--- src/sv/stk_pkg.sv ---
// Shared constants, codes and record types of the script tokenizer.
package stk_pkg;

    // Token length limit: a token keeps at most TOKEN_CHARS-1 bytes.
    localparam int TOKEN_CHARS = 1024;
    localparam int LEN_W       = $clog2(TOKEN_CHARS);
    localparam logic [LEN_W-1:0] KEEP_MAX = LEN_W'(TOKEN_CHARS - 1);

    // Port field widths.
    localparam int BYTE_W    = 8;
    localparam int OUT_LEN_W = 10;
    localparam int LINE_W    = 16;
    localparam int OUT_DATA_W = 40;
    localparam logic [LINE_W-1:0] LINE_MAX = '1;

    // Results one text byte can cause, and depth of the result queue.
    localparam int RES_MAX     = 3;
    localparam int QUEUE_DEPTH = 4;
    localparam int QPTR_W      = $clog2(QUEUE_DEPTH);

    // Scan modes.
    localparam logic [2:0] M_SKIP  = 3'd0;
    localparam logic [2:0] M_SLASH = 3'd1;
    localparam logic [2:0] M_LINE  = 3'd2;
    localparam logic [2:0] M_BLOCK = 3'd3;
    localparam logic [2:0] M_STAR  = 3'd4;
    localparam logic [2:0] M_QUOTE = 3'd5;
    localparam logic [2:0] M_WORD  = 3'd6;

    // Result kinds.
    typedef logic [1:0] kind_t;
    localparam kind_t K_BYTE  = 2'd0;
    localparam kind_t K_END   = 2'd1;
    localparam kind_t K_BREAK = 2'd2;
    localparam kind_t K_EOD   = 2'd3;

    // Character codes.
    localparam logic [7:0] CH_EOD   = 8'h00;
    localparam logic [7:0] CH_NL    = 8'h0A;
    localparam logic [7:0] CH_SEP   = 8'h20;
    localparam logic [7:0] CH_QUOTE = 8'h22;
    localparam logic [7:0] CH_STAR  = 8'h2A;
    localparam logic [7:0] CH_SLASH = 8'h2F;

    // One result of a text byte.
    typedef struct packed {
        kind_t             kind;
        logic [BYTE_W-1:0] tok;
        logic [LEN_W-1:0]  len;
    } res_t;

    // All results of one text byte, as queued between front and back.
    typedef struct packed {
        logic [1:0]                count;
        res_t [RES_MAX-1:0]        res;
        logic [LINE_W-1:0]         lines;
    } bundle_t;

endpackage

--- src/sv/script_tokenizer.sv ---
// Top level of the streaming script tokenizer.
//
//  channel  dir  handshake              payload
//  s_       in   s_tvalid / s_tready    s_tdata: text_byte; s_tuser: new_session
//  m_       out  m_tvalid / m_tready    m_tdata: token_byte, token_length, line_count;
//                                       m_tuser: kind; m_tlast: last
//  cfg_     in   cfg_valid / cfg_ready  cfg_data: allow_line_breaks
//
// The scan state updates in the cycle a byte is accepted, so one byte enters per cycle.
// Each byte yields zero to three results, which wait in a four-bundle queue and leave
// at one result per cycle while m_tready is high; the output side therefore sets the sustained rate.
// Input is stalled only while the queue is full. Reset clears the scan state, the
// line count and the queue, and sets allow_line_breaks to 1.
module script_tokenizer
    import stk_pkg::*;
(
    input  logic                    clk,
    input  logic                    rst_n,
    input  logic                    s_tvalid,
    output logic                    s_tready,
    input  logic [7:0]              s_tdata,   // [7:0] text_byte
    input  logic                    s_tuser,   // [0] new_session
    output logic                    m_tvalid,
    input  logic                    m_tready,
    output logic [OUT_DATA_W-1:0]   m_tdata,   // [7:0] token_byte, [17:8] token_length,
                                               // [33:18] line_count, [39:34] zero
    output logic [1:0]              m_tuser,   // [1:0] kind
    output logic                    m_tlast,
    input  logic                    cfg_valid,
    output logic                    cfg_ready,
    input  logic                    cfg_data
);

    logic    accept;
    logic    push;
    logic    pop;
    logic    full;
    logic    not_empty;
    bundle_t push_data;
    bundle_t head;

    assign s_tready  = !full;
    assign accept    = s_tvalid && s_tready;
    assign cfg_ready = 1'b1;

    // Scan and classify.
    stk_front u_front (
        .clk         (clk),
        .rst_n       (rst_n),
        .accept      (accept),
        .text_byte   (s_tdata),
        .new_session (s_tuser),
        .cfg_write   (cfg_valid && cfg_ready),
        .cfg_value   (cfg_data),
        .push        (push),
        .bundle      (push_data)
    );

    // Decouple the two sides.
    stk_queue u_queue (
        .clk       (clk),
        .rst_n     (rst_n),
        .push      (push),
        .push_data (push_data),
        .pop       (pop),
        .full      (full),
        .not_empty (not_empty),
        .head      (head)
    );

    // Send results.
    stk_back u_back (
        .clk        (clk),
        .rst_n      (rst_n),
        .head_valid (not_empty),
        .head       (head),
        .pop        (pop),
        .m_tvalid   (m_tvalid),
        .m_tready   (m_tready),
        .m_tdata    (m_tdata),
        .m_tuser    (m_tuser),
        .m_tlast    (m_tlast)
    );

endmodule

--- src/sv/stk_front.sv ---
// Front end: scan state machine that classifies each text byte into results.
module stk_front
    import stk_pkg::*;
(
    input  logic                clk,
    input  logic                rst_n,
    input  logic                accept,
    input  logic [BYTE_W-1:0]   text_byte,
    input  logic                new_session,
    input  logic                cfg_write,
    input  logic                cfg_value,
    output logic                push,
    output bundle_t             bundle
);

    logic [2:0]        mode_reg, mode_next;
    logic              saw_nl_reg, saw_nl_next;
    logic [LEN_W-1:0]  klen_reg, klen_next;
    logic [LINE_W-1:0] lines_reg, lines_next;
    logic              allow_reg;

    res_t [RES_MAX-1:0] res;
    logic [1:0]         n;
    logic               word_step;

    // Per-byte state update and result generation.
    always_comb
    begin
        mode_next   = new_session ? M_SKIP : mode_reg;
        saw_nl_next = new_session ? 1'b0 : saw_nl_reg;
        klen_next   = new_session ? '0 : klen_reg;
        lines_next  = new_session ? '0 : lines_reg;
        res         = '0;
        n           = 2'd0;
        word_step   = 1'b0;

        unique case (mode_next)
            M_SLASH:
            begin
                if (text_byte == CH_SLASH)
                begin
                    mode_next = M_LINE;
                end
                else if (text_byte == CH_STAR)
                begin
                    mode_next = M_BLOCK;
                end
                else
                begin
                    // The lone slash starts a word; this byte continues or closes it.
                    mode_next   = M_WORD;
                    saw_nl_next = 1'b0;
                    klen_next   = LEN_W'(1);
                    res[n]      = '{K_BYTE, CH_SLASH, klen_next};
                    n           = n + 2'd1;
                    word_step   = 1'b1;
                end
            end
            M_LINE:
            begin
                if (text_byte == CH_EOD)
                begin
                    res[n]      = '{K_EOD, '0, '0};
                    n           = n + 2'd1;
                    mode_next   = M_SKIP;
                    saw_nl_next = 1'b0;
                    klen_next   = '0;
                end
                else if (text_byte == CH_NL)
                begin
                    mode_next   = M_SKIP;
                    saw_nl_next = 1'b1;
                    if (lines_next != LINE_MAX)
                    begin
                        lines_next = lines_next + 1'b1;
                    end
                end
            end
            M_BLOCK, M_STAR:
            begin
                if (text_byte == CH_EOD)
                begin
                    res[n]      = '{K_EOD, '0, '0};
                    n           = n + 2'd1;
                    mode_next   = M_SKIP;
                    saw_nl_next = 1'b0;
                    klen_next   = '0;
                end
                else if (mode_next == M_BLOCK)
                begin
                    if (text_byte == CH_STAR)
                    begin
                        mode_next = M_STAR;
                    end
                end
                else if (text_byte == CH_SLASH)
                begin
                    mode_next = M_SKIP;
                end
                else if (text_byte != CH_STAR)
                begin
                    mode_next = M_BLOCK;
                end
            end
            M_QUOTE:
            begin
                if (text_byte == CH_EOD || text_byte == CH_QUOTE)
                begin
                    res[n]      = '{K_END, '0, klen_next};
                    n           = n + 2'd1;
                    klen_next   = '0;
                    saw_nl_next = 1'b0;
                    mode_next   = M_SKIP;
                    if (text_byte == CH_EOD)
                    begin
                        res[n] = '{K_EOD, '0, '0};
                        n      = n + 2'd1;
                    end
                end
                else if (klen_next < KEEP_MAX)
                begin
                    klen_next = klen_next + 1'b1;
                    res[n]    = '{K_BYTE, text_byte, klen_next};
                    n         = n + 2'd1;
                end
            end
            M_WORD:
            begin
                word_step = 1'b1;
            end
            default:
            begin
                // Skipping whitespace; also serves the unused mode code.
                if (text_byte == CH_EOD)
                begin
                    res[n]      = '{K_EOD, '0, '0};
                    n           = n + 2'd1;
                    mode_next   = M_SKIP;
                    saw_nl_next = 1'b0;
                    klen_next   = '0;
                end
                else if (text_byte <= CH_SEP)
                begin
                    mode_next = M_SKIP;
                    if (text_byte == CH_NL)
                    begin
                        saw_nl_next = 1'b1;
                        if (lines_next != LINE_MAX)
                        begin
                            lines_next = lines_next + 1'b1;
                        end
                    end
                end
                else
                begin
                    if (saw_nl_next && !allow_reg)
                    begin
                        res[n]      = '{K_BREAK, '0, '0};
                        n           = n + 2'd1;
                        saw_nl_next = 1'b0;
                    end
                    if (text_byte == CH_SLASH)
                    begin
                        mode_next = M_SLASH;
                    end
                    else
                    begin
                        mode_next   = (text_byte == CH_QUOTE) ? M_QUOTE : M_WORD;
                        klen_next   = '0;
                        saw_nl_next = 1'b0;
                        if (text_byte != CH_QUOTE)
                        begin
                            klen_next = LEN_W'(1);
                            res[n]    = '{K_BYTE, text_byte, klen_next};
                            n         = n + 2'd1;
                        end
                    end
                end
            end
        endcase

        // Continue or close a word with this byte.
        if (word_step)
        begin
            if (text_byte <= CH_SEP)
            begin
                res[n]      = '{K_END, '0, klen_next};
                n           = n + 2'd1;
                klen_next   = '0;
                saw_nl_next = 1'b0;
                mode_next   = M_SKIP;
                if (text_byte == CH_EOD)
                begin
                    res[n] = '{K_EOD, '0, '0};
                    n      = n + 2'd1;
                end
                else if (text_byte == CH_NL)
                begin
                    saw_nl_next = 1'b1;
                    if (lines_next != LINE_MAX)
                    begin
                        lines_next = lines_next + 1'b1;
                    end
                end
            end
            else if (klen_next < KEEP_MAX)
            begin
                klen_next = klen_next + 1'b1;
                res[n]    = '{K_BYTE, text_byte, klen_next};
                n         = n + 2'd1;
            end
        end
    end

    assign push   = accept && (n != 2'd0);
    assign bundle = '{n, res, lines_next};

    // Scan state registers.
    always_ff @(posedge clk or negedge rst_n)
    begin
        if (!rst_n)
        begin
            mode_reg   <= M_SKIP;
            saw_nl_reg <= 1'b0;
            klen_reg   <= '0;
            lines_reg  <= '0;
        end
        else if (accept)
        begin
            mode_reg   <= mode_next;
            saw_nl_reg <= saw_nl_next;
            klen_reg   <= klen_next;
            lines_reg  <= lines_next;
        end
    end

    // Line-break register.
    always_ff @(posedge clk or negedge rst_n)
    begin
        if (!rst_n)
        begin
            allow_reg <= 1'b1;
        end
        else if (cfg_write)
        begin
            allow_reg <= cfg_value;
        end
    end

endmodule

--- src/sv/stk_queue.sv ---
// Short queue of per-byte result bundles between front and back.
module stk_queue
    import stk_pkg::*;
(
    input  logic    clk,
    input  logic    rst_n,
    input  logic    push,
    input  bundle_t push_data,
    input  logic    pop,
    output logic    full,
    output logic    not_empty,
    output bundle_t head
);

    bundle_t             mem_reg [QUEUE_DEPTH];
    logic [QPTR_W-1:0]   wr_ptr_reg, rd_ptr_reg;
    logic [QPTR_W:0]     cnt_reg, cnt_next;

    assign full      = (cnt_reg == (QPTR_W+1)'(QUEUE_DEPTH));
    assign not_empty = (cnt_reg != '0);
    assign head      = mem_reg[rd_ptr_reg];

    // Occupancy follows pushes and pops.
    always_comb
    begin
        cnt_next = cnt_reg;
        if (push && !pop)
        begin
            cnt_next = cnt_reg + 1'b1;
        end
        else if (pop && !push)
        begin
            cnt_next = cnt_reg - 1'b1;
        end
    end

    // Storage.
    always_ff @(posedge clk)
    begin
        if (push)
        begin
            mem_reg[wr_ptr_reg] <= push_data;
        end
    end

    // Pointers and count.
    always_ff @(posedge clk or negedge rst_n)
    begin
        if (!rst_n)
        begin
            wr_ptr_reg <= '0;
            rd_ptr_reg <= '0;
            cnt_reg    <= '0;
        end
        else
        begin
            if (push)
            begin
                wr_ptr_reg <= wr_ptr_reg + 1'b1;
            end
            if (pop)
            begin
                rd_ptr_reg <= rd_ptr_reg + 1'b1;
            end
            cnt_reg <= cnt_next;
        end
    end

endmodule

--- src/sv/stk_back.sv ---
// Back end: sends the results of the head bundle one request at a time.
module stk_back
    import stk_pkg::*;
(
    input  logic                    clk,
    input  logic                    rst_n,
    input  logic                    head_valid,
    input  bundle_t                 head,
    output logic                    pop,
    output logic                    m_tvalid,
    input  logic                    m_tready,
    output logic [OUT_DATA_W-1:0]   m_tdata,
    output logic [1:0]              m_tuser,
    output logic                    m_tlast
);

    logic [1:0] idx_reg, idx_next;
    res_t       cur;
    logic       send;

    assign cur      = head.res[idx_reg];
    assign m_tvalid = head_valid;
    assign m_tlast  = (idx_reg == head.count - 2'd1);
    assign m_tuser  = cur.kind;
    assign m_tdata  = {(OUT_DATA_W - BYTE_W - OUT_LEN_W - LINE_W)'(0), head.lines,
                       OUT_LEN_W'(cur.len), cur.tok};
    assign send     = m_tvalid && m_tready;
    assign pop      = send && m_tlast;

    // Walk through the bundle's results.
    always_comb
    begin
        idx_next = idx_reg;
        if (send)
        begin
            idx_next = m_tlast ? 2'd0 : idx_reg + 2'd1;
        end
    end

    always_ff @(posedge clk or negedge rst_n)
    begin
        if (!rst_n)
        begin
            idx_reg <= 2'd0;
        end
        else
        begin
            idx_reg <= idx_next;
        end
    end

endmodule

--- config.mk ---
export PLATFORM = sky130hd
export DESIGN_NAME = script_tokenizer
export DESIGN_NICKNAME = d
export VERILOG_FILES = /design/src/sv/stk_pkg.sv /design/src/sv/script_tokenizer.sv /design/src/sv/stk_front.sv /design/src/sv/stk_queue.sv /design/src/sv/stk_back.sv
export SDC_FILE = /design/constraint.sdc
export NUM_CORES = 1
export LEC_CHECK = 0
export ABC_AREA = 1
export BUFFER_PORTS_ARGS = -buffer_cell sky130_fd_sc_hd__buf_4
export CORE_MARGIN = 5
export CORE_UTILIZATION = 40
export CTS_CLUSTER_SIZE = 12
export DETAILED_ROUTE_END_ITERATION = 8
export SLEW_MARGIN = 15
export SYNTH_ARGS = -nofsm -noshare
export SYNTH_HDL_FRONTEND = slang
export SYNTH_HIERARCHICAL = 1
export SYNTH_SLANG_ARGS = --single-unit
export TNS_END_PERCENT = 50
--- constraint.sdc ---
create_clock -name clk -period 11.6 [get_ports clk]
set_clock_uncertainty 0.1 [all_clocks]
set_input_delay 0.58 -clock clk [delete_from_list [all_inputs] [get_ports clk]]
set_output_delay 0.58 -clock clk [all_outputs]
set_load 0.05 [all_outputs]
==> impl_metrics.env, run 1 <==
export IMPL_outcome="finished, final reports clean"
export IMPL_coreArea_um2=50000
export IMPL_cellPowerDensity_nw_per_um2=266
export IMPL_antenna_found_initial=1
export IMPL_ys_warnings_count=6
export IMPL_synth_edf_count=312
export IMPL_clk_pin_slew_ns=0.05
export IMPL_drv_cap=0
export IMPL_fmax_mhz=159
export IMPL_cp_num_buf_inv=9
export IMPL_final_hold_viol_count=0
export IMPL_slew_viol_final=0
export IMPL_worst_setup_path_end_kind="register"
export IMPL_start_util=0.404
export IMPL_setup_viol=0
export IMPL_grt_pass1_wl_mm=86.0
export IMPL_io_pins=61
export IMPL_worstSkewPairLatency_ns=0.56
export IMPL_post_cts_resized=0
export IMPL_synth_top_area_frac=0.465
export IMPL_dpl_cell_area_um2=20600
export IMPL_num_antenna_cells=0
export IMPL_max_slew_margin=0.262
export IMPL_syn2layout_area_growth_pct=8.21
export IMPL_critPathKind="in -> reg"
export IMPL_die_x_um=235
export IMPL_clock_sinks=352
export IMPL_period_share=0.541
export IMPL_min_path_type="in -> reg"
export IMPL_nNetsFinal=2233
export IMPL_pre_cts_ws_ns=4.76
export IMPL_die_height_um=235
export IMPL_ant_nets=0
export IMPL_seqCellArea_um2=10400
export IMPL_cts_setup_buffers=0
export IMPL_yosysSeqAreaShare=0.514
export IMPL_startpoint_type="primary input"
export IMPL_dieArea_um2=55000
export IMPL_drtIter0Drc=1373
export IMPL_drc=0
export IMPL_utilization=0.437
export IMPL_synthTopCellsByArea="edfxtp_1, nand2_1, inv_1, o211ai_2, dfrtp_1"
export IMPL_rsz0062_at_grt="false"
export IMPL_cp_data_required_time_ns=11.67
export IMPL_cts_tree="yes"
export IMPL_synth_largest_area_cell="edfxtp_1"
export IMPL_yosysMostFrequentCell="nand2_1"
export IMPL_cts_root_buf="clkbuf_16"
export IMPL_synth_area_um2=20200
export IMPL_cp_slowest_cell="buf_4"
export IMPL_fill_cells=4835
export IMPL_cts_inserted_buffers=40
export IMPL_postSynthCellCount=2205
export IMPL_cts_max_level=2
export IMPL_stdcell_count=2900
export IMPL_grt_overflow=0
export IMPL_grt_max_degree=96
export IMPL_finalInstanceArea_um2=21800
export IMPL_port_buffer_count=53
export IMPL_fin_crit_ns=6.28
export IMPL_grt_pass1_vias=14700
export IMPL_holdBufCountCts=1
export IMPL_wirelength_mm=55.1
export IMPL_gp_congestion=0.940
export IMPL_fin_ws_ns=5.32
export IMPL_synth_area_per_cell_um2=9.15
export IMPL_p_leak_nw=9.20
export IMPL_wl_per_cell_um=19.0
export IMPL_dpl_hpwl_mm=36.4
export IMPL_yosys_top_cells_count="nand2_1, inv_1, edfxtp_1"
export IMPL_multi_input_comb_area_um2=7540
export IMPL_synth_flop_cell="edfxtp_1"
export IMPL_drt_first_pass_iters=5
export IMPL_max_vdd_ir_drop_mv=0.116
export IMPL_synthDistinctLibCells=54
export IMPL_ys_seq_elements=352
export IMPL_critPathMaxStageDelay_ns=0.72
export IMPL_drive_gt1_frac=0.145
export IMPL_largest_reg_flops=312
export IMPL_viasPerCell=5.33
export IMPL_arrival_ns=6.35
export IMPL_path_cells="buf_4, inv_1, nand2_1, nor2_1, nand2_1, nand2_1, inv_1, o21ai_0, a21oi_1, or2_2, and2_1, inv_1, ha_1, inv_1, nor2_1, nor3_1, o21ai_0, inv_1, nand2_1, inv_1, a21oi_1, nand2_1, clkinv_2, buf_4"
export IMPL_path_max_fanout=49
export IMPL_path_common_cell="inv_1"
export IMPL_track_usage=0.199
export IMPL_crit_family="buffers and inverters"
export IMPL_cts_buffer_depth=3
export IMPL_ys_async_sr_fraction=0.114
export IMPL_worst_pin_slew_ns=1.10
export IMPL_fp_row_count=82
export IMPL_place_inst=2828
export IMPL_worst_r2r_setup_slack_ns=5.34
export IMPL_fin_tns_setup_ns=0
export IMPL_via_count=15500
-- metrics by stage --
step	power, mW	hold WS [ns]
after floorplan	4.02	0.184
after CTS	5.85	0.0841
final	5.81	0.121
after global placement	4.58	0.355
after global routing	6.15	0.118
after detailed placement	4.61	0.379
-- metal layers --
metal / up-vias / global-route usage / share of wire
met4: 2 / 0.0432 / 0.019
met5: - / 0 / 0.00031
met2: 561 / 0.333 / 0.48
met3: 82 / 0.0299 / 0.065
met1: 7482 / 0.276 / 0.44
li1: 7333 / - / -
-- power by group --
part | switching [mW] | internal, mW | leakage [nW]
Clock | 0.494 | 0.725 | 0.600
Sequential | 0.167 | 1.72 | 3.55
Combinational | 1.99 | 0.717 | 5.05
Total | 2.65 | 3.16 | 9.20
-- worst register-to-register path: cells and delay by family, from the launching register on --
kind / cells / cell delay (ns)
buffers and inverters: 4 / 1.51
AO/OA/AOI/OAI: 2 / 0.89
flip-flops: 1 / 0.40
adder cells (fa/ha/maj): 3 / 0.91
AND/OR/NAND/NOR: 13 / 2.04
-- area by class of cell --
type,instances,area share
timing repair buffer,68,0.0235
clock inverter,13,0.00711
inverter,340,0.0593
tap,672,0.0385
sequential,352,0.476
clock buffer,58,0.0503
multi-input combinational,1397,0.346
-- logic make-up after synthesis --
family,after synthesis,share of synthesized area
adder cells (fa/ha/maj),19,0.0122
other,2,0.000372
flip-flops,352,0.514
AND/OR/NAND/NOR,987,0.215
XOR/XNOR,15,0.00651
buffers and inverters,461,0.113
AO/OA/AOI/OAI,369,0.139
-- cell usage in the layout, fill, tap and decap left out, drive strengths merged, types with 2 or more instances in the layout --
master | synthesis | layout
bufinv | 0 | 3
clkinv | 0 | 11
a21boi | 2 | 2
a21oi | 72 | 72
xnor2 | 2 | 2
and2 | 5 | 5
nor2 | 176 | 176
o32ai | 2 | 2
nand3b | 4 | 4
nand3 | 143 | 143
xor2 | 13 | 13
or2 | 3 | 3
ha | 18 | 18
o21ai | 89 | 89
o22ai | 13 | 13
a31oi | 5 | 5
nand4 | 20 | 20
edfxtp | 312 | 312
buf | 105 | 67
conb | 2 | 7
nand2 | 615 | 615
a22oi | 13 | 13
o211ai | 170 | 170
clkbuf | 16 | 58
nor3 | 19 | 19
clkinvlp | 0 | 2
inv | 340 | 337
dfrtp | 39 | 39
-- final timing paths --
kind / depth (start not counted) / to / startpoint
worst max-delay path: 24 / u_queue/mem_reg[1][53]$_DFFE_PP_ / s_tdata[1]
worst min-delay path: 2 / u_front/allow_reg$_DFFE_PN1P_ / cfg_valid
worst max register to register: 22 / u_queue/mem_reg[1][53]$_DFFE_PP_ / u_front/klen_reg[0]$_DFFE_PN0P_
worst min register to register: 2 / u_queue/cnt_reg[2]$_DFFE_PN0P_ / u_queue/cnt_reg[2]$_DFFE_PN0P_
max in group asynchronous: 2 / u_queue/rd_ptr_reg[0]$_DFFE_PN0P_ / rst_n
min in group asynchronous: 2 / u_front/lines_reg[4]$_DFFE_PN0P_ / rst_n
No activity file was read; power rests on OpenSTA's default activity.
==> run 2: changes to the inputs <==
==> constraint.sdc (replaced) <==
create_clock -name clk -period 6.6 [get_ports clk]
set_clock_uncertainty 0.1 [all_clocks]
set_input_delay 0.33 -clock clk [delete_from_list [all_inputs] [get_ports clk]]
set_output_delay 0.33 -clock clk [all_outputs]
set_load 0.05 [all_outputs]
==> run 2 against run 1 <==
Compared with the run above: clock power rose by 75%; non-clock buffer count rose by 14; highest routed layer is now met4; global-route usage fell by 0.22 points; register-to-register slack got worse by 4.3 ns; combinational power rose by 79%; worst hold slack got worse by 0.070 ns; final cell count rose by 0.45%; sequential cell count did not move; critical endpoint is now u_queue/mem_reg[2][29]$_DFFE_PP_; critical path depth fell by 2; via count fell by 1.6%; design area rose by 0.83%; wire length fell by 1.3%.
==> impl_metrics.env, run 2 (same netlist as run 1, synthesis figures left out) <==
export IMPL_final_hold_viol_count=0
export IMPL_nNetsFinal=2248
export IMPL_layout_commonest_cell="nand2_1"
export IMPL_grt_overflow=0
export IMPL_fill_cells=4833
export IMPL_fin_crit_ns=5.54
export IMPL_cp_num_buf_inv=4
export IMPL_num_antenna_cells=0
export IMPL_wl_per_cell_um=18.7
export IMPL_gp_congestion=0.925
export IMPL_cellPowerDensity_nw_per_um2=463
export IMPL_max_vdd_ir_drop_mv=0.368
export IMPL_setup_viol=0
export IMPL_cp_data_required_time_ns=6.77
export IMPL_port_buffer_count=53
export IMPL_p_leak_nw=9.30
export IMPL_cts_setup_buffers=0
export IMPL_rsz0062_at_grt="false"
export IMPL_cts_max_level=2
export IMPL_wl_met2_mm=25.3
export IMPL_cts_root_buf="clkbuf_16"
export IMPL_die_height_um=235
export IMPL_place_inst=2840
export IMPL_outcome="finished, final reports clean"
export IMPL_cts_inserted_buffers=41
export IMPL_coreArea_um2=50000
export IMPL_viasPerCell=5.22
export IMPL_period_share=0.839
export IMPL_path_common_cell="nand2_1"
export IMPL_drc=0
export IMPL_syn2layout_area_growth_pct=9.11
export IMPL_route_met3_wl_mm=2.80
export IMPL_via_count=15200
export IMPL_worst_pin_slew_ns=1.10
export IMPL_max_slew_margin=0.264
export IMPL_topRoutingLayerUsed="met4"
export IMPL_fmax_mhz=181
export IMPL_min_path_type="in -> reg"
export IMPL_die_x_um=235
export IMPL_largest_reg_flops=312
export IMPL_cts_buffer_depth=3
export IMPL_drtIter0Drc=1285
export IMPL_wirelength_mm=54.4
export IMPL_multi_input_comb_area_um2=7540
export IMPL_ant_nets=0
export IMPL_dpl_hpwl_mm=37.0
export IMPL_fin_tns_setup_ns=0
export IMPL_utilization=0.440
export IMPL_seqCellArea_um2=10400
export IMPL_startpoint_type="register"
export IMPL_slew_viol_final=0
export IMPL_start_util=0.404
export IMPL_critPathKind="reg -> reg"
export IMPL_antenna_found_initial=0
export IMPL_dieArea_um2=55000
export IMPL_clock_sinks=352
export IMPL_path_max_fanout=30
export IMPL_drt_met1_wl_mm=24.8
export IMPL_worstSkewPairLatency_ns=0.56
export IMPL_drive_gt1_frac=0.151
export IMPL_drt_first_pass_iters=6
export IMPL_worst_setup_path_end_kind="register"
export IMPL_holdBufCountCts=3
export IMPL_grt_pass1_vias=14700
export IMPL_crit_family="simple AND/OR/NAND/NOR gates"
export IMPL_cp_slowest_cell="clkinv_2"
export IMPL_clk_pin_slew_ns=0.06
export IMPL_io_pins=61
export IMPL_path_cells="inv_1, nor2_1, ha_1, nand3_1, nor2_1, nand3b_1, ha_1, o211ai_1, nand2_1, inv_1, ha_1, nand3_2, nor2_2, nand3_2, nand2_1, nand2_1, nand3_1, nand2_1, a21oi_1, nand2_1, clkinv_2, buf_4"
export IMPL_cts_tree="yes"
export IMPL_final_cell_mix="nand2_1, inv_1, edfxtp_1, nor2_1, nand3_1"
export IMPL_arrival_ns=5.71
export IMPL_grt_max_degree=192
export IMPL_critPathMaxStageDelay_ns=0.55
export IMPL_stdcell_count=2913
export IMPL_post_cts_resized=0
export IMPL_track_usage=0.196
export IMPL_grt_pass1_wl_mm=84.5
export IMPL_fp_row_count=82
export IMPL_drv_cap=0
run 2: path summary, 6_finish.rpt:
check	startpoint	end	slack, ns	depth (start not counted)
max	u_front/klen_reg[0]$_DFFE_PN0P_	u_queue/mem_reg[2][29]$_DFFE_PP_	1.06	22
min	m_tready	u_back/idx_reg[1]$_DFFE_PN0P_	0.05	4
max reg2reg	u_front/klen_reg[0]$_DFFE_PN0P_	u_queue/mem_reg[2][29]$_DFFE_PP_	1.06	22
min reg2reg	u_queue/cnt_reg[2]$_DFFE_PN0P_	u_queue/cnt_reg[2]$_DFFE_PN0P_	0.40	2
max in group asynchronous	rst_n	u_queue/rd_ptr_reg[1]$_DFFE_PN0P_	5.69	2
min in group asynchronous	rst_n	u_front/lines_reg[10]$_DFFE_PN0P_	0.23	2
run 2: tightest hold or removal path, delay by kind of cell:
kind                   cells  cell delay, ns
AOI/OAI and AO/OA          1            0.06
buffers and inverters      2            0.20
and+or+nand+nor            1            0.09
run 2: area by class of cell:
type | count | share of cell area
repair buffers | 82 | 0.0317
clock buffers | 52 | 0.0499
clock inverters | 18 | 0.00688
multi-input cells | 1397 | 0.343
well taps | 672 | 0.0382
inverters | 340 | 0.0588
flip-flops and latches | 352 | 0.472
run 2: where the power goes:
group,internal (mW),switching (mW)
logic,1.31,3.54
clock network,1.22,0.904
registers,3.01,0.207
total,5.55,4.65
run 2: metal layers:
metal,GRT usage,vias to the layer above
met3,0.0274,105
met5,0,-
met4,0.0655,0
li1,-,7369
met2,0.319,447
met1,0.273,7290
run 2: through the flow:
stage | power [mW] | setup slack (ns) | hold WS, ns | instance area [um2]
6_report | 10.2 | 1.06 | 0.0517 | 22000
5_1_grt | 10.8 | 0.631 | 0.0708 | 22000
4_1_cts | 10.3 | 1.09 | 0.0261 | 22000
3_5_place_dp | 8.14 | 0.813 | 0.288 | 20700
3_3_place_gp | 8.10 | 0.937 | 0.279 | 20700
2_1_floorplan | 7.07 | 0.865 | -0.0656 | 20200
==> run 3: changes to the inputs <==
--- a/config.mk
+++ b/config.mk
@@ -5,7 +5,7 @@
 export SDC_FILE = /design/constraint.sdc
 export NUM_CORES = 1
 export LEC_CHECK = 0
-export ABC_AREA = 1
+export ABC_AREA = 0
 export BUFFER_PORTS_ARGS = -buffer_cell sky130_fd_sc_hd__buf_4
 export CORE_MARGIN = 5
 export CORE_UTILIZATION = 40
==> constraint.sdc (replaced) <==
create_clock -name clk -period 5.76 [get_ports clk]
set_clock_uncertainty 0.1 [all_clocks]
set_input_delay 0.288 -clock clk [delete_from_list [all_inputs] [get_ports clk]]
set_output_delay 0.288 -clock clk [all_outputs]
set_load 0.05 [all_outputs]
==> run 3 against run 2 <==
Compared with the run above: core utilization rose by 0.84 points; combinational power fell by 26%; worst hold slack got worse by 0.014 ns; sequential cell count did not move; clock power rose by 4%; largest power group unchanged; total power fell by 8.3%; non-clock buffer count rose by 9; count of clock-buffer cells in the layout rose by 3; critical path type unchanged; register-to-register slack got worse by 0.66 ns; global-route usage fell by 2.7 points; critical endpoint is now u_queue/cnt_reg[1]$_DFFE_PN0P_; die area fell by 11%; via count fell by 27%.
==> impl_metrics.env, run 3 <==
export IMPL_outcome="finished, final reports clean"
export IMPL_die_x_um=221
export IMPL_p_leak_nw=6.79
export IMPL_slew_viol_final=0
export IMPL_synthTopCellsByArea="edfxtp_1, mux4_2, dfrtp_1, nand2_1, o21ai_0"
export IMPL_final_hold_viol_count=0
export IMPL_grtUsageMet2=0.275
export IMPL_setup_viol=0
export IMPL_coreArea_um2=44200
export IMPL_path_max_fanout=8
export IMPL_cts_buffer_depth=3
export IMPL_ys_async_sr_fraction=0.114
export IMPL_grt_max_degree=46
export IMPL_arrival_ns=5.68
export IMPL_worst_pin_slew_ns=0.931
export IMPL_drtIter0Drc=847
export IMPL_stdcell_count=1938
export IMPL_synth_area_um2=17900
export IMPL_place_inst=1872
export IMPL_via_count=11100
export IMPL_cts_root_buf="clkbuf_16"
export IMPL_fin_crit_ns=5.36
export IMPL_postSynthCellCount=1286
export IMPL_critPathMaxStageDelay_ns=0.55
export IMPL_max_slew_margin=0.379
export IMPL_wirelength_mm=42.3
export IMPL_ys_seq_elements=352
export IMPL_use_met3=0.0266
export IMPL_synth_edf_count=312
export IMPL_synth_largest_area_cell="edfxtp_1"
export IMPL_whs_path_depth=3
export IMPL_start_util=0.404
export IMPL_cellPowerDensity_nw_per_um2=471
export IMPL_ant_nets=0
export IMPL_fmax_mhz=187
export IMPL_grt_pass1_vias=11100
export IMPL_drive_gt1_frac=0.204
export IMPL_grt_pass1_wl_mm=66.2
export IMPL_fin_tns_setup_ns=0
export IMPL_die_height_um=221
export IMPL_dpl_hpwl_mm=28.4
export IMPL_viasPerCell=5.75
export IMPL_busiest_layer="met2"
export IMPL_cp_data_required_time_ns=6.08
export IMPL_ys_warnings_count=6
export IMPL_synthDistinctLibCells=104
export IMPL_gp_congestion=0.951
export IMPL_grt_use_met1=0.242
export IMPL_worstSetupPathDepth=20
export IMPL_layout_commonest_cell="edfxtp_1"
export IMPL_yosysMostFrequentCell="edfxtp_1"
export IMPL_r2r_cells=20
export IMPL_wl_per_cell_um=21.8
export IMPL_worstSkewPairLatency_ns=0.55
export IMPL_clk_pin_slew_ns=0.06
export IMPL_synth_top_area_frac=0.525
export IMPL_port_buffer_count=53
export IMPL_clock_sinks=352
export IMPL_dpl_cell_area_um2=18700
export IMPL_final_cell_mix="edfxtp_1, nand2_1, buf_4, mux4_2, o21ai_0"
export IMPL_fp_row_count=77
export IMPL_critPathKind="reg -> reg"
export IMPL_largest_reg_flops=312
export IMPL_drc=0
export IMPL_cts_inserted_buffers=38
export IMPL_drv_cap=0
export IMPL_period_share=0.930
export IMPL_nNetsFinal=1357
export IMPL_grt_overflow=0
export IMPL_dieArea_um2=49000
export IMPL_crit_family="simple AND/OR/NAND/NOR gates"
export IMPL_cts_max_level=2
export IMPL_cts_tree="yes"
export IMPL_antenna_found_initial=0
export IMPL_max_vdd_ir_drop_mv=0.494
export IMPL_synth_flop_cell="edfxtp_1"
export IMPL_cp_slowest_cell="nor4_1"
export IMPL_num_antenna_cells=0
export IMPL_worst_setup_path_end_kind="register"
export IMPL_path_cells="nor2b_1, ha_1, nand4_1, or2_1, nor2_1, inv_1, ha_1, o2111ai_1, ha_1, inv_1, a21oi_1, buf_4, nand3_2, nor4_1, nor4_1, o21a_1, ha_1, inv_1, fa_1, mux2_2"
export IMPL_syn2layout_area_growth_pct=11.1
export IMPL_io_pins=61
export IMPL_startpoint_type="register"
export IMPL_track_usage=0.170
export IMPL_rsz0062_at_grt="false"
export IMPL_yosys_top_cells_count="edfxtp_1, nand2_1, mux4_2"
export IMPL_synth_area_per_cell_um2=13.9
export IMPL_min_path_type="in -> reg"
export IMPL_utilization=0.449
export IMPL_drt_first_pass_iters=5
export IMPL_cp_num_buf_inv=4
export IMPL_yosysSeqAreaShare=0.581
export IMPL_finalInstanceArea_um2=19800
export IMPL_path_common_cell="ha_1"
## run 3: metrics by stage
stage | hold WS [ns] | power (mW) | setup slack, ns
CTS | 0.0162 | 9.47 | 0.413
global route | 0.0424 | 9.85 | 0.00382
finish | 0.0380 | 9.36 | 0.403
floorplan | -0.108 | 6.38 | -0.590
detailed placement | 0.254 | 7.23 | 0.395
global placement | 0.242 | 7.21 | 0.465
## run 3: kinds of logic (layout without fill, tap and decap cells)
family	Yosys count	count (layout)	synth area share
compound gates	253	253	0.101
xor+xnor	41	41	0.0201
fa+ha+maj	19	19	0.0137
buf+inv	123	178	0.0433
flops	352	352	0.581
mux	124	124	0.126
other cells	2	7	0.000421
simple gates	372	372	0.115
## run 3: worst paths after layout
kind / slack (ns) / to / startpoint
max in group asynchronous: 4.86 / u_queue/rd_ptr_reg[1]$_DFFE_PN0P_ / rst_n
hold / removal: 0.04 / u_back/idx_reg[1]$_DFFE_PN0P_ / m_tready
setup / recovery: 0.40 / u_queue/cnt_reg[1]$_DFFE_PN0P_ / u_front/klen_reg[1]$_DFFE_PN0P_
setup reg to reg: 0.40 / u_queue/cnt_reg[1]$_DFFE_PN0P_ / u_front/klen_reg[1]$_DFFE_PN0P_
hold reg to reg: 0.39 / u_queue/cnt_reg[2]$_DFFE_PN0P_ / u_queue/cnt_reg[2]$_DFFE_PN0P_
min in group asynchronous: 0.21 / u_front/lines_reg[6]$_DFFE_PN0P_ / rst_n
## run 3: metal layers
metal / share of wire / vias up / wire (um)
li1: - / 5103 / -
met1: 0.45 / 5616 / 19200
met2: 0.47 / 348 / 19900
met3: 0.054 / 67 / 2280
met4: 0.021 / 0 / 898
met5: 0 / - / 0
## run 3: timing repair
| action | CTS | global route |
|---|---|---|
| hold buffers | 3 | 0 |
| endpoints found under the hold margin | 40 | 0 |
| setup endpoints to repair | 0 | 1 |
| resized for setup | 0 | 1 |
| buffers inserted | 0 | 0 |
## run 3: final cells by class
type	instances	area [um2]
inverter	24	90.1
clock buffer	55	1080
sequential	352	10400
timing repair buffer	91	753
clock inverter	8	50.0
tap	592	741
multi-input combinational	816	6760
fill	3913	24400
## run 3: report_power, final
part | switching [mW] | internal [mW]
Sequential | 0.322 | 3.24
Clock | 0.926 | 1.29
Combinational | 2.24 | 1.34
Total | 3.49 | 5.87
## run 3: worst reg2reg max path: stages (launching register included)
cell and delay (ns):
dfrtp_1 0.42, nor2b_1 0.25, ha_1 0.30, nand4_1 0.18, or2_1 0.30, nor2_1 0.15, inv_1 0.11, ha_1 0.29
o2111ai_1 0.28, ha_1 0.31, inv_1 0.11, a21oi_1 0.13, buf_4 0.16, nand3_2 0.15, nor4_1 0.55, nor4_1 0.10
o21a_1 0.32, ha_1 0.27, inv_1 0.07, fa_1 0.41, mux2_2 0.26
